## config.mk

```make
export PLATFORM = sky130hd
export DESIGN_NAME = set_assoc_lru_cache_filter
export DESIGN_NICKNAME = d
export VERILOG_FILES = /design/src/slcf_pkg.sv /design/src/slcf_ways.sv /design/src/set_assoc_lru_cache_filter.sv
export SDC_FILE = /design/constraint.sdc
export NUM_CORES = 1
export LEC_CHECK = 0
export ABC_CLOCK_PERIOD_IN_PS = 11450
export BUFFER_PORTS_ARGS = -buffer_cell sky130_fd_sc_hd__buf_2
export CAP_MARGIN = 15
export CORE_UTILIZATION = 55
export DETAILED_ROUTE_END_ITERATION = 16
export PLACE_DENSITY_LB_ADDON = 0.05
export SYNTH_ARGS = -nofsm -noshare
export SYNTH_HDL_FRONTEND = slang
export SYNTH_SLANG_ARGS = --single-unit
```

## constraint.sdc

```tcl
create_clock -name clk_i -period 11.45 [get_ports clk_i]
set_input_delay 2.29 -clock clk_i [delete_from_list [all_inputs] [get_ports clk_i]]
set_output_delay 2.29 -clock clk_i [all_outputs]
set_load 0.1 [all_outputs]
```

## src/slcf_pkg.sv

```systemverilog
// shared constants and types for the set-associative lru cache filter
package slcf_pkg;

  // width of the incoming byte address
  localparam int unsigned ADDR_W = 48;

  // per-access outcome flags passed from the way logic to the result stage
  typedef struct packed {
    logic hit;
    logic evict;
  } slcf_flags_t;

endpackage

```

## src/slcf_ways.sv

```systemverilog
// per-set lookup, lru age update and victim selection over all ways of one set
module slcf_ways #(
  parameter int unsigned WAYS = 2,
  parameter int unsigned AW   = 1,
  parameter int unsigned LW   = 42
) (
  input  logic [WAYS-1:0]    valid_i,
  input  logic [WAYS*AW-1:0] age_i,
  input  logic [WAYS*LW-1:0] line_i,
  input  logic [LW-1:0]      req_line_i,
  output logic [WAYS-1:0]    valid_o,
  output logic [WAYS*AW-1:0] age_o,
  output logic [WAYS*LW-1:0] line_o,
  output slcf_pkg::slcf_flags_t flags_o,
  output logic [LW-1:0]      evicted_line_o
);

  localparam logic [AW-1:0] AgeOldest = AW'(WAYS - 1);

  logic [WAYS-1:0] match;
  logic [WAYS-1:0] hit_oh;
  logic [WAYS-1:0] free_oh;
  logic [WAYS-1:0] victim_oh;
  logic [WAYS-1:0] chosen_oh;
  logic [AW-1:0]   hit_age;
  logic [LW-1:0]   victim_line;
  logic            is_hit;
  logic            is_full;

  // lowest matching way wins, lowest free way is filled first
  always_comb begin
    for (int w = 0; w < WAYS; w++) begin
      match[w] = valid_i[w] && (line_i[w*LW +: LW] == req_line_i);
    end
    hit_oh  = match & (~match + WAYS'(1));
    free_oh = ~valid_i & (valid_i + WAYS'(1));
    is_hit  = |match;
    is_full = &valid_i;
  end

  // highest-numbered oldest valid way is the victim, way 0 if none is oldest
  always_comb begin
    victim_oh = '0;
    for (int w = 0; w < WAYS; w++) begin
      if (valid_i[w] && (age_i[w*AW +: AW] >= AgeOldest)) begin
        victim_oh    = '0;
        victim_oh[w] = 1'b1;
      end
    end
    if (victim_oh == '0) begin
      victim_oh[0] = 1'b1;
    end
  end

  always_comb begin
    chosen_oh   = is_full ? victim_oh : free_oh;
    hit_age     = '0;
    victim_line = '0;
    for (int w = 0; w < WAYS; w++) begin
      if (hit_oh[w]) begin
        hit_age = hit_age | age_i[w*AW +: AW];
      end
      if (chosen_oh[w]) begin
        victim_line = victim_line | line_i[w*LW +: LW];
      end
    end
  end

  // new row contents
  always_comb begin
    valid_o = valid_i;
    age_o   = age_i;
    line_o  = line_i;
    for (int w = 0; w < WAYS; w++) begin
      if (is_hit) begin
        if (hit_oh[w]) begin
          age_o[w*AW +: AW] = '0;
        end else if (valid_i[w] && (age_i[w*AW +: AW] < hit_age)) begin
          age_o[w*AW +: AW] = age_i[w*AW +: AW] + AW'(1);
        end
      end else begin
        if (chosen_oh[w]) begin
          valid_o[w]        = 1'b1;
          age_o[w*AW +: AW] = '0;
          line_o[w*LW +: LW] = req_line_i;
        end else if (valid_i[w] && (age_i[w*AW +: AW] < AgeOldest)) begin
          age_o[w*AW +: AW] = age_i[w*AW +: AW] + AW'(1);
        end
      end
    end
  end

  always_comb begin
    flags_o.hit    = is_hit;
    flags_o.evict  = !is_hit && is_full;
    evicted_line_o = flags_o.evict ? victim_line : '0;
  end

endmodule

```

## src/set_assoc_lru_cache_filter.sv

```systemverilog
// top level of the set-associative lru cache filter: tag store, forwarding and result stage
//
// usage
//   an access beat is taken on a rising edge where start_i is high and busy_o is low;
//   byte_address_i carries the 48-bit byte address. one result beat follows per access,
//   shown for exactly one cycle with valid_o high: hit_o, set_index_o, line_address_o,
//   evict_valid_o and evicted_line_o. the receiver cannot stall, so results never wait.
// pipeline and throughput
//   an accepted access is registered in the access stage and its result in the output
//   registers; one access can be taken every cycle while busy_o is low. the set row
//   memory has one read port and one write port: one read at accept, one write back in
//   the next cycle, the just written row forwarded to a following access to that set
// reset
//   after rst_ni is released the block sweeps the tag store, one set per cycle, while
//   busy_o stays high; no access is taken during the sweep
// SETS must be a power of two; the set is the low bits of the line address
module set_assoc_lru_cache_filter #(
  parameter int unsigned SETS      = 2,
  parameter int unsigned WAYS      = 2,
  parameter int unsigned LINE_BITS = 6
) (
  input  logic                                      clk_i,
  input  logic                                      rst_ni,
  input  logic                                      start_i,
  output logic                                      busy_o,
  input  logic [slcf_pkg::ADDR_W-1:0]               byte_address_i,
  output logic                                      valid_o,
  output logic                                      hit_o,
  output logic [((SETS > 1) ? $clog2(SETS) : 1)-1:0] set_index_o,
  output logic [slcf_pkg::ADDR_W-LINE_BITS-1:0]     line_address_o,
  output logic                                      evict_valid_o,
  output logic [slcf_pkg::ADDR_W-LINE_BITS-1:0]     evicted_line_o
);

  localparam int unsigned LW = slcf_pkg::ADDR_W - LINE_BITS;
  localparam int unsigned AW = (WAYS > 1) ? $clog2(WAYS) : 1;
  localparam int unsigned SW = (SETS > 1) ? $clog2(SETS) : 1;
  localparam int unsigned RW = WAYS * (1 + AW + LW);
  localparam logic [SW-1:0] LastSet = SW'(SETS - 1);

  // row layout: {lines, ages, valid bits}
  logic [RW-1:0] row_mem [SETS];

  logic          clr_q;
  logic [SW-1:0] clr_cnt_q;
  logic          accept;

  logic [LW-1:0] req_line;
  logic [SW-1:0] req_set;

  // access stage registers and the set taken from the registered line
  logic          s1_valid_q;
  logic [LW-1:0] s1_line_q;
  logic [RW-1:0] rd_row_q;
  logic [SW-1:0] s1_set;

  // forwarding of the most recent write back
  logic          fwd_valid_q;
  logic [SW-1:0] fwd_set_q;
  logic [RW-1:0] fwd_row_q;

  logic [RW-1:0] cur_row;
  logic [RW-1:0] new_row;

  logic [WAYS-1:0]    new_valid;
  logic [WAYS*AW-1:0] new_age;
  logic [WAYS*LW-1:0] new_line;
  slcf_pkg::slcf_flags_t flags;
  logic [LW-1:0]      victim_line;

  logic          mem_we;
  logic [SW-1:0] mem_wa;
  logic [RW-1:0] mem_wd;

  assign busy_o   = clr_q;
  assign accept   = start_i && !clr_q;
  assign req_line = byte_address_i[slcf_pkg::ADDR_W-1:LINE_BITS];
  assign req_set  = (SETS > 1) ? req_line[SW-1:0] : '0;
  assign s1_set   = (SETS > 1) ? s1_line_q[SW-1:0] : '0;

  // the latest write to this set may not yet be visible in the read data
  assign cur_row = (fwd_valid_q && (fwd_set_q == s1_set)) ? fwd_row_q : rd_row_q;

  slcf_ways #(
    .WAYS (WAYS),
    .AW   (AW),
    .LW   (LW)
  ) u_ways (
    .valid_i        (cur_row[WAYS-1:0]),
    .age_i          (cur_row[WAYS +: WAYS*AW]),
    .line_i         (cur_row[WAYS*(1+AW) +: WAYS*LW]),
    .req_line_i     (s1_line_q),
    .valid_o        (new_valid),
    .age_o          (new_age),
    .line_o         (new_line),
    .flags_o        (flags),
    .evicted_line_o (victim_line)
  );

  assign new_row = {new_line, new_age, new_valid};

  // write port: clearing sweep after reset, otherwise the updated row
  always_comb begin
    if (clr_q) begin
      mem_we = 1'b1;
      mem_wa = clr_cnt_q;
      mem_wd = '0;
    end else begin
      mem_we = s1_valid_q;
      mem_wa = s1_set;
      mem_wd = new_row;
    end
  end

  always_ff @(posedge clk_i) begin
    if (mem_we) begin
      row_mem[mem_wa] <= mem_wd;
    end
    rd_row_q <= row_mem[req_set];
  end

  // control state
  always_ff @(posedge clk_i or negedge rst_ni) begin
    if (!rst_ni) begin
      clr_q       <= 1'b1;
      clr_cnt_q   <= '0;
      s1_valid_q  <= 1'b0;
      fwd_valid_q <= 1'b0;
      valid_o     <= 1'b0;
    end else begin
      if (clr_q) begin
        if (clr_cnt_q == LastSet) begin
          clr_q <= 1'b0;
        end
        clr_cnt_q <= clr_cnt_q + SW'(1);
      end
      s1_valid_q <= accept;
      if (s1_valid_q) begin
        fwd_valid_q <= 1'b1;
      end
      valid_o <= s1_valid_q;
    end
  end

  // payload registers
  always_ff @(posedge clk_i) begin
    if (accept) begin
      s1_line_q <= req_line;
    end
    if (s1_valid_q) begin
      fwd_set_q      <= s1_set;
      fwd_row_q      <= new_row;
      hit_o          <= flags.hit;
      set_index_o    <= s1_set;
      line_address_o <= s1_line_q;
      evict_valid_o  <= flags.evict;
      evicted_line_o <= victim_line;
    end
  end

endmodule

```

---- After elaboration in Yosys (flattened, before gate mapping) ----
Memories as Yosys holds them, arrays and structs flattened. A register that Yosys moved wholly into a read port is not among the register bits.
Cells that the tools add are included.
operators by class
  $add $sub $neg .......................... 5
  order comparisons ....................... 6
  eq/ne operators ......................... 3
  mux-type cells .......................... 34
  bitwise logic cells ..................... 6
  reduce and logical (&&, ||, !) cells .... 16
operators with widths
  kind                 number
  $mux 42              6
  $mux 88              2
  $eq 42x42->1         2
  $or 42x42->42        1
  $mux 1               24
  $logic_and 1x1->1    11
  $add 2x1->2 const B  2
  $and 2x2->2          2
  $mux 2               2
  $not 2->2            2
  $add 1x1->1 const B  3
  $ge 1x1->1 const B   2
  $logic_not 1->1      2
  $logic_not 2->1      1
  $lt 1x1->1           2
  $lt 1x1->1 const B   2
  $reduce_and 2->1     1
  $reduce_or 2->1      1
  $eq 1x1->1           1
  $or 1x1->1           1
word-level totals
  flip-flop bits (word level) ............. 222
  bits in writable memories ............... 176
  bits of input ports ..................... 51
  memories kept ........................... 1
memories
  memory   depth  bits a word  read ports  clocked after Yosys merged registers in  write ports  RTL line                          source
  row_mem  2      88           1           1                                        1            set_assoc_lru_cache_filter.sv:42  logic [RW-1:0] row_mem [SETS];

---- Longest topological paths before layout ----
  depth after elaboration ................. 17
  depth in mapped cells ................... 15
  gate-level depth less buffers ........... 9

---- Hierarchy ----
Synthesis repeated with hierarchy kept, for this count alone.
second synthesis, totals
  cell total of the unflattened synthesis .. 1187
  area, all modules ....................... 19412.4 sq um
modules (own cells, without submodules)
  module                      instances  cells an instance  area each (sq um)  sequential area each (sq um)
  set_assoc_lru_cache_filter  1          790                16528.4            13659.4
  slcf_ways                   1          397                2884.0             0.0

---- Worst setup path before layout ----
Ideal clock, no wire load.
  kind .................................... reg2reg
  start ................................... reg s1_valid_q
  end ..................................... mem row_mem[1][0] in the netlist's numbering (enable)
  data arrival time ....................... 10454 ps
  slack ................................... 340 ps
  stages on the path, launching flop included .. 3
  buffers on the path ..................... 0
  period minus slack after synthesis ...... 11110 ps
  cell sequence ........................... dfrtp_1 > inv_1 > o21ai_0
between the ends
  longest elaborated chain between the ends .. 3
ends and longest elaborated chain
  item                          RTL line                           source
  from (decl)                   set_assoc_lru_cache_filter.sv:52   logic s1_valid_q;
  from (signal assigned)        set_assoc_lru_cache_filter.sv:137  s1_valid_q <= accept;
  $mux 1                        set_assoc_lru_cache_filter.sv:104  if (clr_q) begin
  $mux 1                        set_assoc_lru_cache_filter.sv:116  if (mem_we) begin
  $mux 1 (not written as such)  set_assoc_lru_cache_filter.sv:117  row_mem[mem_wa] <= mem_wd;
  to (decl)                     set_assoc_lru_cache_filter.sv:42
No other way between the ends.

---- Worst setup path in the final report ----
  start ................................... reg s1_line_q[0]
  end ..................................... mem row_mem[0][22] in the netlist's numbering, data pin
between the ends
  longest elaborated chain between the ends .. 13
  elaborated cells on any way between the ends .. 24
  those cells by class .................... 1 x add/sub; 2 x order compare; 3 x eq/ne; 8 x mux; 2 x bitwise; 8 x reduce/logical
ends and longest elaborated chain
  item                    RTL line                           source
  from (decl)             set_assoc_lru_cache_filter.sv:53   logic [LW-1:0] s1_line_q;
  from (signal assigned)  set_assoc_lru_cache_filter.sv:148  s1_line_q <= req_line;
  $eq 1x1->1              set_assoc_lru_cache_filter.sv:82   assign cur_row = (fwd_valid_q && (fwd_set_q == s1_set)) ? fwd_row_q : rd_row_q;
  $logic_and 1x1->1       set_assoc_lru_cache_filter.sv:82
  $mux 88                 set_assoc_lru_cache_filter.sv:82
  $ge 1x1->1              slcf_ways.sv:45                    if (valid_i[w] && (age_i[w*AW +: AW] >= AgeOldest)) begin
  $logic_and 1x1->1       slcf_ways.sv:45
  $mux 1                  slcf_ways.sv:45
  $mux 2                  slcf_ways.sv:45
  $logic_not 2->1         slcf_ways.sv:50                    if (victim_oh == '0) begin
  $mux 1                  slcf_ways.sv:50
  $mux 2                  slcf_ways.sv:56                    chosen_oh = is_full ? victim_oh : free_oh;
  $mux 42                 slcf_ways.sv:82                    if (chosen_oh[w]) begin
  $mux 42 (*)             slcf_ways.sv:75                    if (is_hit) begin
  $mux 88 (*)             set_assoc_lru_cache_filter.sv:104
  named net mem_wd[22]    set_assoc_lru_cache_filter.sv:73   logic [RW-1:0] mem_wd;
The timed path passes the listed nets; every way through them passes the cells marked *.

==> flow_summary.json <==
{
  "synthSimpleGateAreaFrac": 0.0646,
  "netlist.area_leader.share": 0.557,
  "first_iter_violations": 1384,
  "dieWidth_um": 198,
  "combinationalPowerShare": 0.232,
  "synth-seq-area-share": 0.646,
  "grt_pass1_vias": 13200,
  "clockPowerShare": 0.332,
  "tns_ns": 0,
  "path_cells": "xor2_4, nor2_4, buf_4, buf_4, mux2_2, xnor2_1, nor3_1, and4_1, a22oi_4, buf_4, buf_4, a21oi_1, a311oi_1",
  "path_max_fanout": 85,
  "dp_hpwl_mm": 35.3,
  "finalHoldViolCount": 0,
  "hp-class": "reg -> reg",
  "ys.flop_type": "edfxtp_1",
  "firstDrtPassIters": 6,
  "area_growth_pct": 13.4,
  "status": "finished, final reports clean",
  "synth_area_um2": 21100,
  "drt-vias-per-instance": 6.37,
  "design.core.area_um2": 37800,
  "wl_mm": 56.6,
  "timing.final.max_slew_violations": 0,
  "drive_gt1_frac": 0.261,
  "io_pins": 140,
  "routedWlPerCell_um": 26.6,
  "p_per_area_nw_per_um2": 225,
  "path_delay_family": "buffers and inverters",
  "layout_common_cells": "edfxtp_1, buf_2, mux2_2, dfxtp_1, nand2_1",
  "critPathLaunchType": "register",
  "power_mw": 5.40,
  "async_flop_share": 0.0103,
  "io_buffers": 133,
  "syn_avg_cell_area_um2": 14.3,
  "cp-end-kind": "register",
  "stdcell_area_um2": 24000,
  "ys_ff_latch": 485,
  "final.setup_skew_ns": 0.0194,
  "grt_antenna_before_repair": 1,
  "setup_viol_count_final": 0,
  "synth_xor_area_frac": 0.0240,
  "synth.largest_area_cell": "edfxtp_1",
  "cts.reportedPaths.clkPinSlew_ns": 0.06,
  "synth_edf_count": 392,
  "drc": 0,
  "cts_root_buf": "clkbuf_16",
  "dpl_cell_area_um2": 22100,
  "fin_nets": 1627,
  "muxShareOfSynthArea": 0.130,
  "start_util": 0.560,
  "cp.arrival_ns": 6.57,
  "clockBufferDepth": 3,
  "worst_path_most_repeated_cell": "buf_4",
  "period_share": 0.544,
  "route.vias.total": 13600,
  "yosysWarnings": 0,
  "ant_nets": 0,
  "path_class": "reg -> reg",
  "dp_cells": 2035,
  "rows": 71,
  "yosys-top-cells-area": "edfxtp_1, dfxtp_1, mux2_2",
  "min_period_ns": 6.22,
  "cp.required_ns": 11.80,
  "maxSlewHeadroom": 0.278,
  "p_leak_nw": 8.72,
  "swShare": 0.310,
  "crit_buf_inv": 4,
  "worst_slew_pin_slew_ns": 1.08,
  "final_cells": 2129,
  "power.internal_mw": 3.73,
  "n_antenna_cell": 0,
  "rsz0062_at_grt": "no",
  "fillers": 2876,
  "synthAdderAreaFrac": 0,
  "synthCells": 1478,
  "postCtsSetupBuffers": 0,
  "grt_pass1_wl_mm": 83.0,
  "drv_cap": 0,
  "synth_top_family_by_area": "multiplexers",
  "grt_start_max_net_pins": 91,
  "cts_inserted_buffers": 50,
  "syn_nets": 1529,
  "yosysUniqueCellTypes": 75,
  "clock_sink_count": 485,
  "cp_slowest_cell": "edfxtp_1",
  "ctsHoldBuffers": 0,
  "tritoncts": "built",
  "synth_compound_area_frac": 0.101,
  "vdd_drop_max_uv": 176,
  "die-area_um2": 39200,
  "grt_usage": 0.292,
  "gp_congestion": 0.965,
  "max_freq_mhz": 161,
  "cts_resized": 0,
  "grt_overflow": 0,
  "die_height_um": 198,
  "p_sw_mw": 1.68,
  "p_seq_frac": 0.436,
  "final_common_cell": "edfxtp_1",
  "htreeDepth": 2,
  "clk_latency_ns": 0.60,
  "critPathMaxStageDelay_ns": 0.82
}
cells by family (layout without fill, tap and decap cells):
group | after synthesis | count (layout)
buffers and inverters | 165 | 305
and+or+nand+nor | 267 | 267
DFF | 485 | 485
muxes | 212 | 212
AOI/OAI and AO/OA | 294 | 294
xor gates and xnor gates | 55 | 55
state kept, by name (all words and copies together), names as in the netlist:
signal	flops
evict_valid_o	1
rd_row_q	88
line_address_o	42
row_mem	176
s1_valid_q	1
valid_o	1
fwd_row_q	88
fwd_valid_q	1
s1_line_q	42
evicted_line_o	42
clr_cnt_q	1
busy_o	1
hit_o	1
Yosys cell counts (8+ instances only):
library cell and instances:
xnor2_1 28, nand3_1 17, nand4_1 11, buf_4 8, mux4_2 35, edfxtp_1 392
nand2_1 67, a221oi_1 25, o21ai_0 19, clkbuf_1 65, buf_2 25, nor2_1 60
and2_1 39, mux2_1 13, xor2_1 25, nor3_1 25, inv_1 53, a31oi_1 52
and3_1 9, a211oi_1 10, a311oi_1 51, mux2_2 129, a21oi_1 60, mux2i_1 34
dfxtp_1 88
metal layers:
metal | track usage | share of wire | vias to the layer above
met5 | 0 | 0.00023 | -
met4 | 0.125 | 0.039 | 2
met3 | 0.0518 | 0.080 | 132
met2 | 0.464 | 0.47 | 684
met1 | 0.397 | 0.41 | 6801
li1 | - | - | 5948
power by group through the flow:
stage	registers, mW	logic (mW)	clock network, mW
after floorplan	2.67	0.638	0
after global placement	2.38	1.22	0
after detailed placement	2.39	1.24	0
after CTS	2.36	1.25	1.81
after global routing	2.38	1.32	1.88
final	2.36	1.25	1.79
final cells by class:
class	count	area [um2]	area share
repair buffers	155	833	0.0348
multi-input cells	828	6800	0.283
clock buffers	66	1450	0.0603
inverters	56	210	0.00877
flip-flops and latches	485	13700	0.570
well taps	511	639	0.0267
clock inverters	28	387	0.0161
per-stage QoR:
| stage | setup WS, ns | util | hold slack (ns) |
|---|---|---|---|
| after CTS | 5.29 | 0.635 | 0.452 |
| final | 5.23 | 0.635 | 0.452 |
| after detailed placement | 5.32 | 0.586 | 0.442 |
| after global routing | 4.89 | 0.635 | 0.472 |
| after global placement | 5.47 | 0.586 | 0.439 |
| after floorplan | 0.340 | - | 0.417 |
path summary, 6_finish.rpt:
| check | from | slack [ns] | cells past startpoint | end |
|---|---|---|---|---|
| setup / recovery | s1_line_q[0]$_DFFE_PP_ | 5.23 | 13 | row_mem[0][22]$_DFFE_PP_ |
| hold / removal | s1_line_q[9]$_DFFE_PP_ | 0.45 | 0 | line_address_o[9]$_DFFE_PP_ |
| setup reg to reg | s1_line_q[0]$_DFFE_PP_ | 5.23 | 13 | row_mem[0][22]$_DFFE_PP_ |
| hold reg to reg | s1_line_q[9]$_DFFE_PP_ | 0.45 | 0 | line_address_o[9]$_DFFE_PP_ |
| max in group asynchronous | rst_ni | 9.73 | 1 | busy_o$_DFF_PN1_ |
| min in group asynchronous | rst_ni | 1.51 | 1 | fwd_valid_q$_DFFE_PN0P_ |
(Power assumes the default switching activity.)
